## src/rtl/kkpr_pkg.sv

```systemverilog
// ============================================================================
// kkpr_pkg
// types, widths and constant tables of the kinetic phase rotation block
// ============================================================================
`default_nettype none

package kkpr_pkg;

    // block sizing
    localparam int MAX_SIDE      = 1024;
    localparam int CORDIC_STAGES = 30;

    // field widths
    localparam int COORD_W    = 10;
    localparam int SIDE_W     = 11;
    localparam int WAVE_W     = 32;
    localparam int PHASE_W    = 32;
    localparam int CFG_DATA_W = 32;
    localparam int CFG_IDX_W  = 2;

    // wavenumber magnitude and k squared
    localparam int SIDE_LOG_W = $clog2(MAX_SIDE) + 1;
    localparam int MAG_W      = (SIDE_W > SIDE_LOG_W) ? SIDE_W : SIDE_LOG_W;
    localparam int SQ_W       = 2 * MAG_W;
    localparam int K2_W       = SQ_W + 1;

    // rotation datapath
    localparam int GUARD_BITS = 4;
    localparam int DP_W       = WAVE_W + GUARD_BITS + 4;
    localparam int Z_W        = PHASE_W + 1;
    localparam logic [PHASE_W-1:0] OCTANT_BIAS = PHASE_W'(1) << (PHASE_W - 3);

    // gain correction, 1/K in Q0.32
    localparam int GAIN_W      = 32;
    localparam logic [GAIN_W-1:0] INV_GAIN = 32'd2608131496;
    localparam int LO_W        = 16;
    localparam int MH_W        = DP_W - LO_W;
    localparam int HI_PROD_W   = MH_W + GAIN_W;
    localparam int LO_PROD_W   = GAIN_W;
    localparam int T_W         = HI_PROD_W + 1;
    localparam int ROUND_SHIFT = LO_W + GUARD_BITS;
    localparam int R_W         = T_W - ROUND_SHIFT;
    localparam logic [T_W-1:0] ROUND_BIAS = T_W'(1) << (ROUND_SHIFT - 1);
    localparam logic [R_W-1:0] SAT_POS_MAG =
        {{(R_W - WAVE_W + 1){1'b0}}, {(WAVE_W - 1){1'b1}}};
    localparam logic [R_W-1:0] SAT_NEG_MAG = SAT_POS_MAG + R_W'(1);
    localparam logic [WAVE_W-1:0] WAVE_MAX = {1'b0, {(WAVE_W - 1){1'b1}}};
    localparam logic [WAVE_W-1:0] WAVE_MIN = {1'b1, {(WAVE_W - 1){1'b0}}};

    // arctangent of 2^-i in 2^-32 turn
    localparam logic [PHASE_W-1:0] ATAN_TURNS [0:31] = '{
        32'd536870912, 32'd316933406, 32'd167458907, 32'd85004756,
        32'd42667331,  32'd21354465,  32'd10679838,  32'd5340245,
        32'd2670163,   32'd1335087,   32'd667544,    32'd333772,
        32'd166886,    32'd83443,     32'd41722,     32'd20861,
        32'd10430,     32'd5215,      32'd2608,      32'd1304,
        32'd652,       32'd326,       32'd163,       32'd81,
        32'd41,        32'd20,        32'd10,        32'd5,
        32'd3,         32'd1,         32'd1,         32'd0
    };

    // queue between front and back
    localparam int FIFO_DEPTH = 4;
    localparam int FIFO_PTR_W = $clog2(FIFO_DEPTH);
    localparam int FIFO_CNT_W = FIFO_PTR_W + 1;

    // items the block can hold at once
    localparam int FRONT_STAGES  = 3;
    localparam int BACK_EXTRA    = 3;
    localparam int PIPE_CAPACITY =
        FRONT_STAGES + FIFO_DEPTH + CORDIC_STAGES + 1 + BACK_EXTRA;

    // configuration register indexes
    typedef enum logic [CFG_IDX_W-1:0] {
        CFG_SIDE_X,
        CFG_SIDE_Y,
        CFG_SIDE_Z,
        CFG_PHASE_PER_K2
    } cfg_reg_t;

    // pre-rotated sample waiting for the cordic
    typedef struct packed {
        logic signed [DP_W-1:0] x;
        logic signed [DP_W-1:0] y;
        logic signed [Z_W-1:0]  z;
    } q_entry_t;

    // queue status seen by both sides
    typedef struct packed {
        logic full;
        logic empty;
    } fifo_status_t;

endpackage

`default_nettype wire

```

## src/rtl/kkpr_if.sv

```systemverilog
// ============================================================================
// kkpr channel interfaces
// valid/ready channels for input samples and rotated results
// ============================================================================
`default_nettype none

interface kkpr_sample_if
    import kkpr_pkg::*;
();
    logic                     valid;
    logic                     ready;
    logic [COORD_W-1:0]       coord_x;
    logic [COORD_W-1:0]       coord_y;
    logic [COORD_W-1:0]       coord_z;
    logic signed [WAVE_W-1:0] wave_re;
    logic signed [WAVE_W-1:0] wave_im;

    modport source (output valid, coord_x, coord_y, coord_z, wave_re, wave_im,
                    input ready);
    modport sink   (input valid, coord_x, coord_y, coord_z, wave_re, wave_im,
                    output ready);
endinterface


`default_nettype wire

```

## src/rtl/kkpr_front.sv

```systemverilog
// ============================================================================
// kkpr_front
// config registers, wavenumber fold, k squared, phase and quadrant pre-rotation
// ============================================================================
`default_nettype none

module kkpr_front
    import kkpr_pkg::*;
(
    input  logic                  clk,
    input  logic                  rst_n,
    input  logic                  cfg_we,
    input  logic [CFG_IDX_W-1:0]  cfg_index,
    input  logic [CFG_DATA_W-1:0] cfg_data,
    kkpr_sample_if.sink           sample,
    input  fifo_status_t          fifo_st,
    output logic                  push,
    output q_entry_t              entry
);

    localparam logic [1:0] QUAD_0 = 2'd0;
    localparam logic [1:0] QUAD_1 = 2'd1;
    localparam logic [1:0] QUAD_2 = 2'd2;
    localparam logic [1:0] QUAD_3 = 2'd3;

    // magnitude of the folded wavenumber
    function automatic logic [MAG_W-1:0] fold_mag(input logic [COORD_W-1:0] coord,
                                                  input logic [SIDE_W-1:0]  side);
        logic [MAG_W-1:0] n;
        logic [MAG_W-1:0] half;
        logic [MAG_W-1:0] c;
        n    = (MAG_W'(side) > MAG_W'(MAX_SIDE)) ? MAG_W'(MAX_SIDE) : MAG_W'(side);
        half = n >> 1;
        c    = MAG_W'(coord);
        if (c > half)
        begin
            fold_mag = (c >= n) ? (c - n) : (n - c);
        end
        else
        begin
            fold_mag = c;
        end
    endfunction

    logic [SIDE_W-1:0]  side_x_reg;
    logic [SIDE_W-1:0]  side_y_reg;
    logic [SIDE_W-1:0]  side_z_reg;
    logic [PHASE_W-1:0] phase_per_k2_reg;

    logic en;

    logic                     s1_vld_reg;
    logic [MAG_W-1:0]         s1_mag_x_reg;
    logic [MAG_W-1:0]         s1_mag_y_reg;
    logic [MAG_W-1:0]         s1_mag_z_reg;
    logic signed [WAVE_W-1:0] s1_re_reg;
    logic signed [WAVE_W-1:0] s1_im_reg;

    logic                     s2_vld_reg;
    logic [K2_W-1:0]          s2_k2_reg;
    logic [K2_W-1:0]          s2_k2_next;
    logic signed [WAVE_W-1:0] s2_re_reg;
    logic signed [WAVE_W-1:0] s2_im_reg;

    logic                     s3_vld_reg;
    logic [PHASE_W-1:0]       s3_phase_reg;
    logic signed [WAVE_W-1:0] s3_re_reg;
    logic signed [WAVE_W-1:0] s3_im_reg;

    logic [SQ_W-1:0]            sq_x;
    logic [SQ_W-1:0]            sq_y;
    logic [SQ_W-1:0]            sq_z;
    logic [K2_W+PHASE_W-1:0]    phase_prod;
    logic [PHASE_W-1:0]         ang;
    logic [PHASE_W-1:0]         ang_biased;
    logic [1:0]                 quad;
    logic [PHASE_W-1:0]         resid;
    logic signed [DP_W-1:0]     re_ext;
    logic signed [DP_W-1:0]     im_ext;

    // configuration writes
    always_ff @(posedge clk or negedge rst_n)
    begin
        if (!rst_n)
        begin
            side_x_reg       <= SIDE_W'(MAX_SIDE);
            side_y_reg       <= SIDE_W'(1);
            side_z_reg       <= SIDE_W'(1);
            phase_per_k2_reg <= '0;
        end
        else if (cfg_we)
        begin
            case (cfg_index)
                CFG_SIDE_X:       side_x_reg       <= cfg_data[SIDE_W-1:0];
                CFG_SIDE_Y:       side_y_reg       <= cfg_data[SIDE_W-1:0];
                CFG_SIDE_Z:       side_z_reg       <= cfg_data[SIDE_W-1:0];
                CFG_PHASE_PER_K2: phase_per_k2_reg <= cfg_data[PHASE_W-1:0];
                default:          ;
            endcase
        end
    end

    // pipeline moves unless the last stage is blocked by a full queue
    assign en           = !s3_vld_reg || !fifo_st.full;
    assign sample.ready = en;
    assign push         = s3_vld_reg && !fifo_st.full;

    // squares and phase
    assign sq_x       = s1_mag_x_reg * s1_mag_x_reg;
    assign sq_y       = s1_mag_y_reg * s1_mag_y_reg;
    assign sq_z       = s1_mag_z_reg * s1_mag_z_reg;
    assign s2_k2_next = K2_W'(sq_x) + K2_W'(sq_y) + K2_W'(sq_z);
    assign phase_prod = s2_k2_reg * phase_per_k2_reg;

    // stage valids
    always_ff @(posedge clk or negedge rst_n)
    begin
        if (!rst_n)
        begin
            s1_vld_reg <= 1'b0;
            s2_vld_reg <= 1'b0;
            s3_vld_reg <= 1'b0;
        end
        else if (en)
        begin
            s1_vld_reg <= sample.valid;
            s2_vld_reg <= s1_vld_reg;
            s3_vld_reg <= s2_vld_reg;
        end
    end

    // stage payload
    always_ff @(posedge clk)
    begin
        if (en)
        begin
            s1_mag_x_reg <= fold_mag(sample.coord_x, side_x_reg);
            s1_mag_y_reg <= fold_mag(sample.coord_y, side_y_reg);
            s1_mag_z_reg <= fold_mag(sample.coord_z, side_z_reg);
            s1_re_reg    <= sample.wave_re;
            s1_im_reg    <= sample.wave_im;
            s2_k2_reg    <= s2_k2_next;
            s2_re_reg    <= s1_re_reg;
            s2_im_reg    <= s1_im_reg;
            s3_phase_reg <= phase_prod[PHASE_W-1:0];
            s3_re_reg    <= s2_re_reg;
            s3_im_reg    <= s2_im_reg;
        end
    end

    // negated angle, quadrant and residual
    assign ang        = PHASE_W'(0) - s3_phase_reg;
    assign ang_biased = ang + OCTANT_BIAS;
    assign quad       = ang_biased[PHASE_W-1 -: 2];
    assign resid      = ang - {quad, {(PHASE_W - 2){1'b0}}};
    assign re_ext     = {{(DP_W - WAVE_W - GUARD_BITS){s3_re_reg[WAVE_W-1]}},
                         s3_re_reg, {GUARD_BITS{1'b0}}};
    assign im_ext     = {{(DP_W - WAVE_W - GUARD_BITS){s3_im_reg[WAVE_W-1]}},
                         s3_im_reg, {GUARD_BITS{1'b0}}};

    // exact quarter-turn pre-rotation
    always_comb
    begin
        entry.z = {resid[PHASE_W-1], resid};
        case (quad)
            QUAD_0:
            begin
                entry.x = re_ext;
                entry.y = im_ext;
            end
            QUAD_1:
            begin
                entry.x = -im_ext;
                entry.y = re_ext;
            end
            QUAD_2:
            begin
                entry.x = -re_ext;
                entry.y = -im_ext;
            end
            QUAD_3:
            begin
                entry.x = im_ext;
                entry.y = -re_ext;
            end
            default:
            begin
                entry.x = re_ext;
                entry.y = im_ext;
            end
        endcase
    end

endmodule

`default_nettype wire

```

## src/flat_wrapper.sv

```systemverilog
// flat-port wrapper written by rule: the top's interface ports become plain ports
module kkpr_front_flat import kkpr_pkg::*;
  (clk, rst_n, cfg_we, cfg_index, cfg_data, fifo_st, push, entry, sample_valid, sample_coord_x, sample_coord_y, sample_coord_z, sample_wave_re, sample_wave_im, sample_ready);
  kkpr_sample_if sample_i ();
  input  logic clk;
  input  logic rst_n;
  input  logic cfg_we;
  input  logic [CFG_IDX_W-1:0] cfg_index;
  input  logic [CFG_DATA_W-1:0] cfg_data;
  input  fifo_status_t fifo_st;
  output logic push;
  output q_entry_t entry;
  input wire logic [$bits(sample_i.valid)-1:0] sample_valid;
  input wire logic [$bits(sample_i.coord_x)-1:0] sample_coord_x;
  input wire logic [$bits(sample_i.coord_y)-1:0] sample_coord_y;
  input wire logic [$bits(sample_i.coord_z)-1:0] sample_coord_z;
  input wire logic [$bits(sample_i.wave_re)-1:0] sample_wave_re;
  input wire logic [$bits(sample_i.wave_im)-1:0] sample_wave_im;
  output wire logic [$bits(sample_i.ready)-1:0] sample_ready;
  assign sample_i.valid = sample_valid;
  assign sample_i.coord_x = sample_coord_x;
  assign sample_i.coord_y = sample_coord_y;
  assign sample_i.coord_z = sample_coord_z;
  assign sample_i.wave_re = sample_wave_re;
  assign sample_i.wave_im = sample_wave_im;
  assign sample_ready = sample_i.ready;
  kkpr_front u_core (.clk(clk), .rst_n(rst_n), .cfg_we(cfg_we), .cfg_index(cfg_index), .cfg_data(cfg_data), .sample(sample_i), .fifo_st(fifo_st), .push(push), .entry(entry));
endmodule
```

## config.mk

```make
export PLATFORM = sky130hd
export DESIGN_NAME = kkpr_front_flat
export DESIGN_NICKNAME = d
export VERILOG_FILES = /design/src/rtl/kkpr_pkg.sv /design/src/rtl/kkpr_if.sv /design/src/rtl/kkpr_front.sv /design/src/flat_wrapper.sv
export SDC_FILE = /design/constraint.sdc
export NUM_CORES = 2
export LEC_CHECK = 0
export ABC_AREA = 1
export ABC_CLOCK_PERIOD_IN_PS = 9900
export CAP_MARGIN = 20
export CORE_MARGIN = 5
export CORE_UTILIZATION = 45
export CTS_CLUSTER_SIZE = 14
export DETAILED_ROUTE_END_ITERATION = 10
export DONT_BUFFER_PORTS = 1
export GPL_ROUTABILITY_DRIVEN = 0
export PLACE_DENSITY_LB_ADDON = 0.15
export REMOVE_ABC_BUFFERS = 1
export SYNTH_ARGS = -nofsm -noshare
export SYNTH_HDL_FRONTEND = slang
export SYNTH_SLANG_ARGS = --single-unit
```

## constraint.sdc

```tcl
create_clock -name clk -period 9.9 [get_ports clk]
set_input_delay 0.495 -clock clk [delete_from_list [all_inputs] [get_ports clk]]
set_output_delay 0.495 -clock clk [all_outputs]
set_load 0.05 [all_outputs]
```

==> reports/metrics.cfg <==
[outcome]
status = finished clean

[run]
cap_viol_max_count = 0

[logic_synthesis]
synth_cells = 5316
synth_edf_count = 280
ys_seq_elements = 348
synth.top_cell.area_share_pct = 29.4
yosys-top-cells-count = 1384 x inv_1, 1378 x nand2_1, 654 x fa_1
synth_area_um2 = 44600
post-synth-top-count-cell = inv_1
synthArstFlopShare_pct = 19.5
synth.avg_cell_area_um2 = 8.39
ys_seq_area_share_pct = 22.7
synth_area_leaders = fa_1 29%, edfxtp_1 19%, inv_1 12%
yosysWarnings = 0
ys_types = 45
synthFlopType = edfxtp_1
yosysTopAreaCell = fa_1

[setup_path]
path_buf_inv = 6
reg2reg_depth = 22
crit_slowest_cell = edfxtp_1
crit_chain = nand2_1 > inv_1 > fa_1 > inv_1 > fa_1 > fa_1 > fa_1 > inv_1 > fa_1 > fa_1 > fa_1 > inv_1 > fa_1 > inv_1 > ha_1 > a21oi_1 > inv_1 > a31oi_1 > nand2_1 > a31oi_1 > o21ai_0 > xor2_1
max_stage_delay_ps = 860
r2r_slack_ps = 2840
cp.depth = 22
critPathArrivalTime_ps = 7400
crit_top_cell = fa_1
worst_r2r_endpoint = u_core.s2_k2_reg[14]
critPathCaptureType = flip-flop
reg2reg_from = u_core.s1_mag_z_reg[0]
crit_family = adder cells
critPathKind = reg -> reg
critPathLaunchType = flip-flop
worstPathMaxFanout = 12
worstPathRequired_ps = 10240

[global_route]
first_global_vias = 33600
grt_util_all_layers_pct = 20.7
antenna_found_initial = 4
grt_pass1_wl_um = 178000
grt_overflow_total = 0
grt_max_degree = 140

[detailed_routing]
dr.first_iter.drc_count = 1796
drtPass1Iterations = 5
routedWlPerCell_um = 16.3
vias = 32800
totalWireLength_um = 108000
ant_nets = 0
drc = 0
post_drt_via_cell_ratio = 4.96

[layout]
drive_gt1_share_pct = 2.61
stdcell_count = 6612
nets = 6394
area_delta_synth_final_pct = 7.52
finalInstanceArea_um2 = 48000

[die]
coreArea_um2 = 98400
core.rowCount = 115
die_width_um = 325
initial_core_util_pct = 45.3
io_pins = 249
die_area_um2 = 106000
die-height_um = 325

[timing]
slew_headroom_pct = 24.1
max_freq_ghz = 0.142
fin_tns_setup_ps = 0
finalHoldViolations = 0
clock_skew_ps = 24.7
rsz0062_at_grt = false
slew_viol_final = 0
finalSetupViolCount = 0
period_share_pct = 71.3
worst_pin_slew_ps = 1130
fin_crit_ps = 7060

[clock_network]
cts_buffer_depth = 3
cts_tree = done
numCtsBuffers = 42
clock_sinks = 348
clkTransAtPathRegs_ps = 60
cts.htree.levels = 2
clk_latency_ps = 620
cts-root-buf = clkbuf_16

[place]
dpl_cell_area_um2 = 45600
port_buffers = 0
placed_cells = 6444
hpwlAfterDp_um = 87500

[worst_hold_path]
holdPathEnd = u_core.phase_per_k2_reg[16]
worstHoldStart = cfg_data[16]
whs_path_depth = 1
hp-class = in -> reg

-- placed cells by master, fill, tap and decap left out, types with 119 or more instances in the layout --
cell | synthesis | routed
fa_1 | 654 | 654
xor2_1 | 147 | 147
nand2_1 | 1378 | 1377
a21oi_1 | 122 | 122
inv_1 | 1384 | 1384
ha_1 | 317 | 317
o21ai_0 | 145 | 143
nor2_1 | 180 | 180
edfxtp_1 | 280 | 280
nand3_1 | 120 | 119
-- cell families (layout without fill, tap and decap cells) --
| family | count (synthesis) | after routing | synth area share (%) |
|---|---|---|---|
| and+or+nand+nor | 1862 | 1862 | 17.1 |
| DFF | 348 | 348 | 22.7 |
| adders and majority gates | 971 | 971 | 38.2 |
| xor gates and xnor gates | 190 | 190 | 3.73 |
| buffers and inverters | 1581 | 1580 | 13.5 |
| AOI/OAI and AO/OA | 341 | 341 | 4.19 |
| muxes | 22 | 22 | 0.555 |
| other | 1 | 11 | 0.00841 |
-- worst register-to-register path, delay by kind of cell (launching register included) --
kind            cells  cell delay [ps]
fa+ha+maj           9             4220
xor+xnor            1              160
simple gates        2              240
buf+inv             6              490
flops               1              860
compound gates      4              830
-- final cells by class --
cell class,instances,area [um^2]
clock inverter,26,244
sequential,348,10100
timing repair buffer,114,1120
clock buffer,51,1150
multi-input combinational,3394,28500
tap,1287,1610
inverter,1389,5210
antenna,3,7.51
fill,9685,50500
-- stage by stage --
step	hold WS, ps	utilization [%]	setup slack [ps]
after detailed placement	202	46.4	2770
after global routing	9.74	48.7	2380
final	56.8	48.7	2840
after floorplan	199	-	2090
after CTS	4.49	48.7	2770
after global placement	202	46.4	2820
-- per-layer routing --
layer  up-vias  routed length [um]  global-route usage, %  share of wire (%)
met3       141                4880                   2.95                4.5
li1      15800                   -                      -                  -
met5         -                  34                      0              0.032
met2       677               53300                   35.6                 49
met4         4                2890                   5.62                2.7
met1     16200               46800                   27.5                 43
-- how the worst max path moves through the flow --
stage,slack [ps],start,to
after global placement,2820,u_core.s1_mag_z_reg[0],u_core.s2_k2_reg[14]
after global routing,2380,u_core.s1_mag_z_reg[0],u_core.s2_k2_reg[14]
after detailed placement,2770,u_core.s1_mag_z_reg[0],u_core.s2_k2_reg[14]
final,2840,u_core.s1_mag_z_reg[0],u_core.s2_k2_reg[14]
after CTS,2770,u_core.s1_mag_z_reg[0],u_core.s2_k2_reg[14]
after floorplan,2090,fifo_st[1],u_core.s1_vld_reg
-- timing repair --
action | 4_1_cts | 5_1_grt
resized for setup | 0 | 0
hold buffers | 87 | 0
hold endpoints to repair | 153 | 0
setup endpoints to repair | 0 | 0
setup buffers | 0 | 0
Power is left out: the tool's default activity adds up to more than one toggle a clock period on the data nets, which glitch-free logic cannot reach.
