===== config.mk =====
export PLATFORM = sky130hd
export DESIGN_NAME = kkpr_fifo
export DESIGN_NICKNAME = d
export VERILOG_FILES = /design/src/rtl/kkpr_pkg.sv /design/src/rtl/kkpr_fifo.sv
export SDC_FILE = /design/constraint.sdc
export NUM_CORES = 1
export LEC_CHECK = 0
export BUFFER_PORTS_ARGS = -buffer_cell sky130_fd_sc_hd__buf_2
export CORE_ASPECT_RATIO = 0.6
export CORE_MARGIN = 3
export CORE_UTILIZATION = 57
export DETAILED_ROUTE_END_ITERATION = 6
export MAX_ROUTING_LAYER = met4
export PLACE_DENSITY = 0.79
export SLEW_MARGIN = 20
export SYNTH_ARGS = -nofsm -noshare
export SYNTH_HDL_FRONTEND = slang
export SYNTH_SLANG_ARGS = --single-unit

===== constraint.sdc =====
create_clock -name clk -period 7.7 [get_ports clk]
set_input_delay 1.155 -clock clk [delete_from_list [all_inputs] [get_ports clk]]
set_output_delay 1.155 -clock clk [all_outputs]
set_load 0.02 [all_outputs]

===== src/rtl/kkpr_pkg.sv =====
// ============================================================================
// kkpr_pkg
// types, widths and constant tables of the kinetic phase rotation block
// ============================================================================
`default_nettype none

package kkpr_pkg;

    // block sizing
    localparam int MAX_SIDE      = 1024;
    localparam int CORDIC_STAGES = 30;

    // field widths
    localparam int COORD_W    = 10;
    localparam int SIDE_W     = 11;
    localparam int WAVE_W     = 32;
    localparam int PHASE_W    = 32;
    localparam int CFG_DATA_W = 32;
    localparam int CFG_IDX_W  = 2;

    // wavenumber magnitude and k squared
    localparam int SIDE_LOG_W = $clog2(MAX_SIDE) + 1;
    localparam int MAG_W      = (SIDE_W > SIDE_LOG_W) ? SIDE_W : SIDE_LOG_W;
    localparam int SQ_W       = 2 * MAG_W;
    localparam int K2_W       = SQ_W + 1;

    // rotation datapath
    localparam int GUARD_BITS = 4;
    localparam int DP_W       = WAVE_W + GUARD_BITS + 4;
    localparam int Z_W        = PHASE_W + 1;
    localparam logic [PHASE_W-1:0] OCTANT_BIAS = PHASE_W'(1) << (PHASE_W - 3);

    // gain correction, 1/K in Q0.32
    localparam int GAIN_W      = 32;
    localparam logic [GAIN_W-1:0] INV_GAIN = 32'd2608131496;
    localparam int LO_W        = 16;
    localparam int MH_W        = DP_W - LO_W;
    localparam int HI_PROD_W   = MH_W + GAIN_W;
    localparam int LO_PROD_W   = GAIN_W;
    localparam int T_W         = HI_PROD_W + 1;
    localparam int ROUND_SHIFT = LO_W + GUARD_BITS;
    localparam int R_W         = T_W - ROUND_SHIFT;
    localparam logic [T_W-1:0] ROUND_BIAS = T_W'(1) << (ROUND_SHIFT - 1);
    localparam logic [R_W-1:0] SAT_POS_MAG =
        {{(R_W - WAVE_W + 1){1'b0}}, {(WAVE_W - 1){1'b1}}};
    localparam logic [R_W-1:0] SAT_NEG_MAG = SAT_POS_MAG + R_W'(1);
    localparam logic [WAVE_W-1:0] WAVE_MAX = {1'b0, {(WAVE_W - 1){1'b1}}};
    localparam logic [WAVE_W-1:0] WAVE_MIN = {1'b1, {(WAVE_W - 1){1'b0}}};

    // arctangent of 2^-i in 2^-32 turn
    localparam logic [PHASE_W-1:0] ATAN_TURNS [0:31] = '{
        32'd536870912, 32'd316933406, 32'd167458907, 32'd85004756,
        32'd42667331,  32'd21354465,  32'd10679838,  32'd5340245,
        32'd2670163,   32'd1335087,   32'd667544,    32'd333772,
        32'd166886,    32'd83443,     32'd41722,     32'd20861,
        32'd10430,     32'd5215,      32'd2608,      32'd1304,
        32'd652,       32'd326,       32'd163,       32'd81,
        32'd41,        32'd20,        32'd10,        32'd5,
        32'd3,         32'd1,         32'd1,         32'd0
    };

    // queue between front and back
    localparam int FIFO_DEPTH = 4;
    localparam int FIFO_PTR_W = $clog2(FIFO_DEPTH);
    localparam int FIFO_CNT_W = FIFO_PTR_W + 1;

    // items the block can hold at once
    localparam int FRONT_STAGES  = 3;
    localparam int BACK_EXTRA    = 3;
    localparam int PIPE_CAPACITY =
        FRONT_STAGES + FIFO_DEPTH + CORDIC_STAGES + 1 + BACK_EXTRA;

    // configuration register indexes
    typedef enum logic [CFG_IDX_W-1:0] {
        CFG_SIDE_X,
        CFG_SIDE_Y,
        CFG_SIDE_Z,
        CFG_PHASE_PER_K2
    } cfg_reg_t;

    // pre-rotated sample waiting for the cordic
    typedef struct packed {
        logic signed [DP_W-1:0] x;
        logic signed [DP_W-1:0] y;
        logic signed [Z_W-1:0]  z;
    } q_entry_t;

    // queue status seen by both sides
    typedef struct packed {
        logic full;
        logic empty;
    } fifo_status_t;

endpackage

`default_nettype wire


===== src/rtl/kkpr_fifo.sv =====
// ============================================================================
// kkpr_fifo
// short register queue between the classifying front and the cordic back
// ============================================================================
`default_nettype none

module kkpr_fifo
    import kkpr_pkg::*;
(
    input  logic         clk,
    input  logic         rst_n,
    input  logic         push,
    input  q_entry_t     wr_data,
    input  logic         pop,
    output q_entry_t     rd_data,
    output fifo_status_t status
);

    q_entry_t               mem_reg [0:FIFO_DEPTH-1];
    logic [FIFO_PTR_W-1:0]  wr_ptr_reg;
    logic [FIFO_PTR_W-1:0]  rd_ptr_reg;
    logic [FIFO_CNT_W-1:0]  count_reg;
    logic                   do_push;
    logic                   do_pop;

    assign status.full  = (count_reg == FIFO_CNT_W'(FIFO_DEPTH));
    assign status.empty = (count_reg == '0);
    assign do_push      = push && !status.full;
    assign do_pop       = pop && !status.empty;
    assign rd_data      = mem_reg[rd_ptr_reg];

    // pointers and fill count
    always_ff @(posedge clk or negedge rst_n)
    begin
        if (!rst_n)
        begin
            wr_ptr_reg <= '0;
            rd_ptr_reg <= '0;
            count_reg  <= '0;
        end
        else
        begin
            if (do_push)
            begin
                wr_ptr_reg <= (wr_ptr_reg == FIFO_PTR_W'(FIFO_DEPTH - 1)) ?
                              '0 : wr_ptr_reg + FIFO_PTR_W'(1);
            end
            if (do_pop)
            begin
                rd_ptr_reg <= (rd_ptr_reg == FIFO_PTR_W'(FIFO_DEPTH - 1)) ?
                              '0 : rd_ptr_reg + FIFO_PTR_W'(1);
            end
            if (do_push && !do_pop)
            begin
                count_reg <= count_reg + FIFO_CNT_W'(1);
            end
            else if (do_pop && !do_push)
            begin
                count_reg <= count_reg - FIFO_CNT_W'(1);
            end
        end
    end

    // storage
    always_ff @(posedge clk)
    begin
        if (do_push)
        begin
            mem_reg[wr_ptr_reg] <= wr_data;
        end
    end

endmodule

`default_nettype wire


==> results.sh, run 1 <==
export IMPL_setup_viol=0
export IMPL_reg2reg_depth=4
export IMPL_startpoint_type="flip-flop"
export IMPL_crit_start="rd_ptr_reg[1]"
export IMPL_worst_hold_slack_ns=0.458
export IMPL_cp_arrival_ns=3.06
export IMPL_rsz0062_at_grt="no"
export IMPL_rows=47
export IMPL_seq_area_sq_mm=0.0138
export IMPL_power_uw=7770
export IMPL_yosysUniqueCellTypes=21
export IMPL_fin_util=0.691
export IMPL_yosysWarnings=0
export IMPL_die_area_sq_mm=0.0315
export IMPL_viasPerCell=5.80
export IMPL_yosysTopAreaCell="edfxtp_1"
export IMPL_ioPinCount=232
export IMPL_clock_fmax_mhz=237
export IMPL_fin_crit_ns=4.21
export IMPL_synthCells=628
export IMPL_skew_ns=0.0170
export IMPL_synth_top_cell_area_share=0.812
export IMPL_cts_tree="done"
export IMPL_cts_sinks=459
export IMPL_grt_util_all_layers=0.206
export IMPL_cts_root_buf="clkbuf_16"
export IMPL_synth_xor_area_share=0.00157
export IMPL_drtAntennaViolNets=0
export IMPL_grt_pass1_vias=7783
export IMPL_fillers=1717
export IMPL_die_h_microns=139
export IMPL_place_gp_congestion=0.744
export IMPL_post_route_drc_count=0
export IMPL_drv_cap=0
export IMPL_drive_gt1_frac=0.455
export IMPL_finalHoldViolCount=0
export IMPL_power_density_mw_per_mm2=398
export IMPL_wl_per_cell_microns=24.0
export IMPL_syn_area_sq_mm=0.0167
export IMPL_routed_wl_microns=30700
export IMPL_synthTopCellsByArea="edfxtp_1, mux4_2, dfrtp_1"
export IMPL_grt_pass1_wl_microns=47300
export IMPL_start_util=0.593
export IMPL_cts_made_buffers=40
export IMPL_cts_resized=0
export IMPL_period_share=0.547
export IMPL_synth_top_family_by_area="multiplexers"
export IMPL_io_buffers=231
export IMPL_core_area_sq_mm=0.0282
export IMPL_total_leakage_power_uw=0.00661
export IMPL_tightest_slew_ns=1.03
export IMPL_slew_viol_final=0
export IMPL_clockBufferDepth=3
export IMPL_synth_adder_area_share=0.00569
export IMPL_hold_path_class="primary input to asynchronous set/reset pin"
export IMPL_synth_avg_cell_area_sq_um=26.6
export IMPL_reg2reg_to="mem_reg[0][1]"
export IMPL_clk_insertion_delay_late_ns=0.53
export IMPL_worstReg2RegStart="count_reg[2]"
export IMPL_setup_worst_path_end="rd_data[84]"
export IMPL_stdcell_count=1283
export IMPL_overflow=0
export IMPL_multiInputGateArea_sq_mm=0.00281
export IMPL_synthMuxAreaShare=0.155
export IMPL_worstPathRequired_ns=6.55
export IMPL_synth_compound_area_frac=0.00120
export IMPL_ys_seq_area_frac=0.822
export IMPL_htreeDepth=2
export IMPL_synth_seq_cells=459
export IMPL_dp_hpwl_microns=18500
export IMPL_largest_reg_flops=452
export IMPL_cts_hold_buf=0
export IMPL_fin_tns_setup_ns=0
export IMPL_vdd_drop_max_mv=0.260
export IMPL_cts_clk_slew_worst_paths_ns=0.06
export IMPL_vias=7446
export IMPL_dp_cells=1207
export IMPL_fp_dieW_microns=227
export IMPL_post_cts_buffers=0
export IMPL_slew_headroom=0.313
export IMPL_worstSetupPathType="flip-flop to output port"
export IMPL_post_synth_and_or_nand_nor_area_fraction=0.00374
export IMPL_outcome="completed"
export IMPL_r2r_setup_slack_ns=4.56
export IMPL_first_iter_violations=598
export IMPL_num_nets_final=1006
export IMPL_cp_end_kind="output port"
export IMPL_crit_fanout=69
export IMPL_syn_nets=752
export IMPL_synthToLayoutAreaGrowth_pct=16.6
export IMPL_antenna_found_initial=5
export IMPL_grt_max_degree=78
export IMPL_drtPass1Iterations=4
-- Yosys cell counts --
| master | number |
|---|---|
| xnor2_1 | 1 |
| nor2_1 | 3 |
| nor3b_2 | 1 |
| xor2_1 | 2 |
| inv_1 | 3 |
| edfxtp_1 | 452 |
| mux4_2 | 113 |
| clkbuf_1 | 4 |
| ha_1 | 6 |
| buf_6 | 7 |
| nor3_1 | 2 |
| dfrtp_1 | 7 |
| a21o_1 | 1 |
| fa_1 | 1 |
| and2_1 | 3 |
| nor2b_1 | 1 |
| mux2_2 | 4 |
| buf_2 | 14 |
| o31ai_2 | 1 |
| nand2_1 | 1 |
| buf_4 | 1 |
-- cells in the final DEF, fill, tap and decap left out, types with 2 or more instances in the layout --
cell type,synthesis,routed
and2_4,0,3
buf_2,14,231
buf_4,1,6
bufinv_16,0,3
clkbuf_1,4,5
clkbuf_16,0,41
clkinv_1,0,13
clkinv_2,0,5
dfrtp_1,7,5
dfrtp_4,0,2
diode_2,0,7
edfxtp_1,452,452
ha_1,6,6
inv_1,3,3
mux2_2,4,4
mux4_2,113,113
nor2_1,3,2
nor3_1,2,2
xor2_1,2,2
-- where the power goes --
group	internal, uW	switching (uW)
sequential	3300	245
clock	1070	822
combinational	958	1370
total	5330	2440
-- kinds of logic after synthesis --
family | count (synthesis)
adder cells (fa/ha/maj) | 7
multiplexers | 117
AND/OR/NAND/NOR | 11
flip-flops | 459
buffers and inverters | 29
AO/OA/AOI/OAI | 2
XOR/XNOR | 3
-- worst min path at each step --
| stage | endpoint | from | slack [ns] | depth (start not counted) |
|---|---|---|---|---|
| after floorplan | count_reg[2] | count_reg[2] | 0.49 | 1 |
| after global placement | count_reg[2] | count_reg[2] | 0.53 | 1 |
| after detailed placement | count_reg[2] | count_reg[2] | 0.53 | 1 |
| after CTS | rd_ptr_reg[0] | rst_n | 0.43 | 1 |
| after global routing | count_reg[1] | rst_n | 0.44 | 1 |
| final | count_reg[1] | rst_n | 0.46 | 1 |
-- worst max-delay path, cell delays in order (launching register included) --
cell	delay, ns
dfrtp_4	1.10
buf_4	0.70
mux4_2	0.47
buf_2	0.19
-- routing by layer --
| layer | vias up | GRT usage | wire [microns] |
|---|---|---|---|
| li1 | 3233 | - | - |
| met1 | 3936 | 0.308 | 13700 |
| met5 | - | - | 0 |
| met3 | 38 | 0.0512 | 2360 |
| met4 | 0 | 0.0452 | 433 |
| met2 | 239 | 0.295 | 14300 |
-- cell type report --
type | count | share of cell area
antenna | 7 | 0.000898
clock buffer | 46 | 0.0536
clock inverter | 23 | 0.00969
inverter | 3 | 0.000577
multi-input combinational | 140 | 0.144
sequential | 459 | 0.705
tap | 367 | 0.0235
timing repair buffer | 238 | 0.0626
-- stage by stage --
step / area, sq um / worst slack (ns)
final: 19500 / 3.49
after global routing: 19500 / 3.33
after CTS: 19500 / 3.43
after detailed placement: 18300 / 3.90
after global placement: 18300 / 3.99
after floorplan: 16700 / 1.17
Power figures use the tool's default switching activity.
==> run 2: changes to the inputs <==
==> constraint.sdc (replaced) <==
create_clock -name clk -period 4.2 [get_ports clk]
set_input_delay 0.63 -clock clk [delete_from_list [all_inputs] [get_ports clk]]
set_output_delay 0.63 -clock clk [all_outputs]
set_load 0.02 [all_outputs]
==> run 2 against run 1 <==
Effect of this change: routed wire length rose by 4.4%; cell area rose by 0.82%; non-clock buffer count rose by 7; first-iteration DRC count rose by 9.4%; highest routed layer unchanged; critical path type unchanged; critical endpoint is now rd_data[45]; register-to-register slack got worse by 2.9 ns; clock power rose by 92%.
==> results.sh, run 2 (synthesized netlist as in run 1, its figures left out) <==
export IMPL_vias=7562
export IMPL_grt_pass1_wl_microns=49400
export IMPL_ioPinCount=232
export IMPL_post_route_drc_count=0
export IMPL_crit_chain="buf_12, mux4_2, buf_2"
export IMPL_cp_num_buf_inv=2
export IMPL_drtPass1Iterations=4
export IMPL_antenna_found_initial=3
export IMPL_power_density_mw_per_mm2=737
export IMPL_outcome="completed"
export IMPL_reg2reg_depth=4
export IMPL_startpoint_type="flip-flop"
export IMPL_drv_cap=0
export IMPL_mostFrequentLayoutCells="edfxtp_1, buf_2, mux4_2"
export IMPL_rsz0062_at_grt="no"
export IMPL_place_gp_congestion=0.719
export IMPL_slew_headroom=0.466
export IMPL_critPathMaxStageDelay_ns=0.78
export IMPL_fin_tns_setup_ns=0
export IMPL_fin_util=0.697
export IMPL_hold_path_class="primary input to flip-flop"
export IMPL_start_util=0.593
export IMPL_cp_arrival_ns=2.55
export IMPL_first_iter_violations=654
export IMPL_min_path_cells=1
export IMPL_num_nets_final=1013
export IMPL_cts_clk_slew_worst_paths_ns=0.06
export IMPL_crit_family="flip-flops"
export IMPL_cts_resized=0
export IMPL_die_area_sq_mm=0.0315
export IMPL_htreeDepth=2
export IMPL_hp_start="wr_data[17]"
export IMPL_grt_pass1_vias=7958
export IMPL_routed_wl_microns=32100
export IMPL_clockBufferDepth=3
export IMPL_fillers=1662
export IMPL_grt_max_degree=78
export IMPL_drive_gt1_frac=0.465
export IMPL_worstReg2RegStart="count_reg[2]"
export IMPL_slew_viol_final=0
export IMPL_cp_end_kind="output port"
export IMPL_largest_reg_flops=452
export IMPL_viasPerCell=5.88
export IMPL_fin_ws_ns=1.02
export IMPL_cts_made_buffers=40
export IMPL_cts_root_buf="clkbuf_16"
export IMPL_tightest_slew_ns=0.801
export IMPL_crit_fanout=48
export IMPL_core_area_sq_mm=0.0282
export IMPL_min_to="mem_reg[2][17]"
export IMPL_cts_hold_buf=1
export IMPL_setup_viol=0
export IMPL_fin_crit_ns=3.18
export IMPL_rows=47
export IMPL_skew_ns=0.0186
export IMPL_dp_hpwl_microns=18800
export IMPL_clock_fmax_mhz=314
export IMPL_synthToLayoutAreaGrowth_pct=17.6
export IMPL_grt_util_all_layers=0.216
export IMPL_die_h_microns=139
export IMPL_reg2reg_to="mem_reg[2][35]"
export IMPL_final_common_cell="edfxtp_1"
export IMPL_drtAntennaViolNets=0
export IMPL_post_cts_buffers=0
export IMPL_overflow=0
export IMPL_cp_slowest_cell="dfrtp_4"
export IMPL_worstSetupPathType="flip-flop to output port"
export IMPL_cts_tree="done"
export IMPL_worstPathRequired_ns=3.57
export IMPL_io_buffers=231
export IMPL_fp_dieW_microns=227
export IMPL_r2r_setup_slack_ns=1.67
export IMPL_wl_per_cell_microns=25.0
export IMPL_clk_insertion_delay_late_ns=0.54
export IMPL_period_share=0.758
export IMPL_dp_slack_ns=1.53
export IMPL_total_leakage_power_uw=0.00668
export IMPL_cts_sinks=459
export IMPL_finalHoldViolCount=0
export IMPL_vdd_drop_max_mv=0.519
==> run 2: stage by stage <==
stage / cells / cell area (sq um) / power [uW] / hold slack (ns)
after global routing: 1286 / 19700 / 15200 / 0.272
after CTS: 1283 / 19700 / 14700 / 0.265
after floorplan: 628 / 16700 / 9600 / 0.334
after detailed placement: 1213 / 18400 / 11000 / 0.476
final: 1286 / 19700 / 14500 / 0.303
after global placement: 1213 / 18400 / 10900 / 0.475
==> run 2: worst register-to-register path, delay by kind of cell (launching register included) <==
kind | cells | cell delay (ns)
buffers and inverters | 1 | 0.44
AND/OR/NAND/NOR | 3 | 1.35
flip-flops | 1 | 0.42
==> run 2: worst max-delay path by stage <==
stage,start,endpoint,slack (ns),depth (start not counted)
6_report,rd_ptr_reg[0],rd_data[45],1.02,3
5_1_grt,rd_ptr_reg[0],rd_data[11],0.84,3
2_1_floorplan,push,mem_reg[1][0],0.14,2
3_3_place_gp,rd_ptr_reg[0],rd_data[111],1.55,3
3_5_place_dp,push,mem_reg[1][87],1.53,4
4_1_cts,rd_ptr_reg[0],rd_data[44],0.96,3
==> run 2: area by class of cell <==
| class | instances | area, sq um | share of cell area |
|---|---|---|---|
| well taps | 367 | 459 | 0.0233 |
| flip-flops and latches | 459 | 13800 | 0.699 |
| repair buffers | 245 | 1350 | 0.0687 |
| multi-input cells | 140 | 2810 | 0.143 |
| diodes | 3 | 7.51 | 0.000382 |
| clock inverters | 20 | 218 | 0.0111 |
| clock buffers | 49 | 1060 | 0.0537 |
| inverters | 3 | 11.3 | 0.000573 |
==> run 2: per-layer routing <==
layer,part of all wire,global-route usage,up-vias
met5,0,-,-
met4,0.016,0.0452,0
met3,0.077,0.0618,55
met2,0.49,0.331,251
met1,0.42,0.297,4013
li1,-,-,3243
==> run 2: where the power goes <==
group,internal (uW),switching [uW]
Combinational,1820,2620
Clock,2050,1580
Sequential,6040,386
==> run 3: changes to the inputs <==
==> constraint.sdc (replaced) <==
create_clock -name clk -period 3 [get_ports clk]
set_input_delay 0.45 -clock clk [delete_from_list [all_inputs] [get_ports clk]]
set_output_delay 0.45 -clock clk [all_outputs]
set_load 0.02 [all_outputs]
==> run 3 against run 2 <==
Effect of this change: critical path depth unchanged; combinational power increased by 45%; routed wire length decreased by 3.5%; core utilization increased by 0.47 points; die area unchanged; first-iteration DRC count decreased by 4.6%; global-route usage decreased by 0.82 points; worst hold slack got worse by 0.17 ns; sequential share of layout area decreased by 0.47 points; register-to-register slack got worse by 0.96 ns; worst setup slack got worse by 0.77 ns; cell count increased by 0.70%.
==> results.sh, run 3 (synthesized netlist as in run 1, its figures left out) <==
export IMPL_outcome="completed"
export IMPL_overflow=0
export IMPL_worstReg2RegStart="count_reg[2]"
export IMPL_min_path_cells=1
export IMPL_io_buffers=231
export IMPL_wl_per_cell_microns=23.9
export IMPL_critPathMaxStageDelay_ns=0.67
export IMPL_dp_cells=1221
export IMPL_core_area_sq_mm=0.0282
export IMPL_tightest_slew_ns=0.483
export IMPL_worstSetupPathType="flip-flop to output port"
export IMPL_cp_end_kind="output port"
export IMPL_hold_path_class="primary input to flip-flop"
export IMPL_slew_headroom=0.677
export IMPL_grt_util_all_layers=0.208
export IMPL_drive_gt1_frac=0.468
export IMPL_crit_chain="buf_4, mux4_2, buf_2"
export IMPL_r2r_setup_slack_ns=0.71
export IMPL_post_route_drc_count=0
export IMPL_crit_start="rd_ptr_reg[0]"
export IMPL_setup_viol=0
export IMPL_place_gp_congestion=0.747
export IMPL_die_area_sq_mm=0.0315
export IMPL_finalHoldViolCount=0
export IMPL_period_share=0.918
export IMPL_dp_hpwl_microns=19100
export IMPL_routed_wl_microns=31000
export IMPL_fin_util=0.702
export IMPL_grt_max_degree=64
export IMPL_first_iter_violations=624
export IMPL_setup_worst_path_end="rd_data[94]"
export IMPL_vias=7586
export IMPL_dp_slack_ns=0.716
export IMPL_drv_cap=0
export IMPL_fin_ws_ns=0.246
export IMPL_rsz0062_at_grt="no"
export IMPL_crit_fanout=18
export IMPL_drtPass1Iterations=4
export IMPL_stdcell_count=1295
export IMPL_cts_tree="done"
export IMPL_mostFrequentLayoutCells="edfxtp_1, buf_2, mux4_2"
export IMPL_grt_pass1_vias=8027
export IMPL_slew_viol_final=0
export IMPL_place_area_sq_mm=0.0185
export IMPL_drtAntennaViolNets=0
export IMPL_stdcell_area_sq_mm=0.0198
export IMPL_cp_arrival_ns=2.30
export IMPL_start_util=0.593
export IMPL_antenna_found_initial=2
export IMPL_fp_dieW_microns=227
export IMPL_synthToLayoutAreaGrowth_pct=18.4
export IMPL_final_common_cell="edfxtp_1"
export IMPL_power_density_mw_per_mm2=1030
export IMPL_grt_pass1_wl_microns=47900
export IMPL_clockBufferDepth=3
export IMPL_cts_root_buf="clkbuf_16"
export IMPL_clk_insertion_delay_late_ns=0.54
export IMPL_fin_tns_setup_ns=0
export IMPL_post_cts_buffers=0
export IMPL_htreeDepth=2
export IMPL_largest_reg_flops=452
export IMPL_worstPathRequired_ns=2.55
export IMPL_reg2reg_depth=8
export IMPL_total_leakage_power_uw=0.00675
export IMPL_num_nets_final=1021
export IMPL_cts_clk_slew_worst_paths_ns=0.06
export IMPL_startpoint_type="flip-flop"
export IMPL_die_h_microns=139
export IMPL_vdd_drop_max_mv=0.562
export IMPL_clock_fmax_mhz=363
export IMPL_ioPinCount=232
export IMPL_cp_slowest_cell="dfrtp_4"
export IMPL_reg2reg_to="count_reg[2]"
export IMPL_fin_crit_ns=2.75
export IMPL_cts_sinks=459
export IMPL_rows=47
export IMPL_cts_made_buffers=40
export IMPL_skew_ns=0.0192
export IMPL_viasPerCell=5.86
## run 3: layout make-up
| type | count | area, sq um |
|---|---|---|
| well taps | 367 | 459 |
| inverters | 3 | 11.3 |
| clock buffers | 47 | 1060 |
| multi-input cells | 140 | 2810 |
| flip-flops and latches | 459 | 13800 |
| clock inverters | 23 | 214 |
| diodes | 3 | 7.51 |
| repair buffers | 253 | 1490 |
| fillers | 1641 | 8430 |
## run 3: how the worst min path moves through the flow
stage | start | to | slack, ns
floorplan | rst_n | count_reg[0] | 0.15
global placement | rst_n | count_reg[1] | 0.30
CTS | wr_data[65] | mem_reg[0][65] | 0.09
global route | wr_data[42] | mem_reg[0][42] | 0.11
detailed placement | rst_n | count_reg[1] | 0.30
finish | wr_data[37] | mem_reg[1][37] | 0.13
## run 3: what timing repair did
| item | in CTS | in global routing |
|---|---|---|
| hold endpoints to repair | 7 | 0 |
| gates resized for setup | 0 | 0 |
| hold buffers | 1 | 0 |
## run 3: metal layers
layer  track usage  vias up  part of all wire
met1         0.287     4019              0.42
met4        0.0498        0             0.018
li1              -     3266                 -
met2         0.319      252              0.49
met3        0.0531       49             0.076
met5             -        -                 0
## run 3: critical path, delay by kind of cell, from the launching register on
family / cells / cell delay, ns
DFF: 1 / 0.67
muxes: 1 / 0.57
buffers and inverters: 2 / 0.55
## run 3: power by group
group	internal (uW)	switching, uW
logic	2670	3760
clock network	2870	2130
registers	8450	452
total	14000	6340
## run 3: metrics by stage
step	hold WS (ns)	power (uW)
detailed placement	0.301	15600
global placement	0.302	15400
finish	0.131	20300
global route	0.107	21300
floorplan	0.154	13400
CTS	0.0918	20600
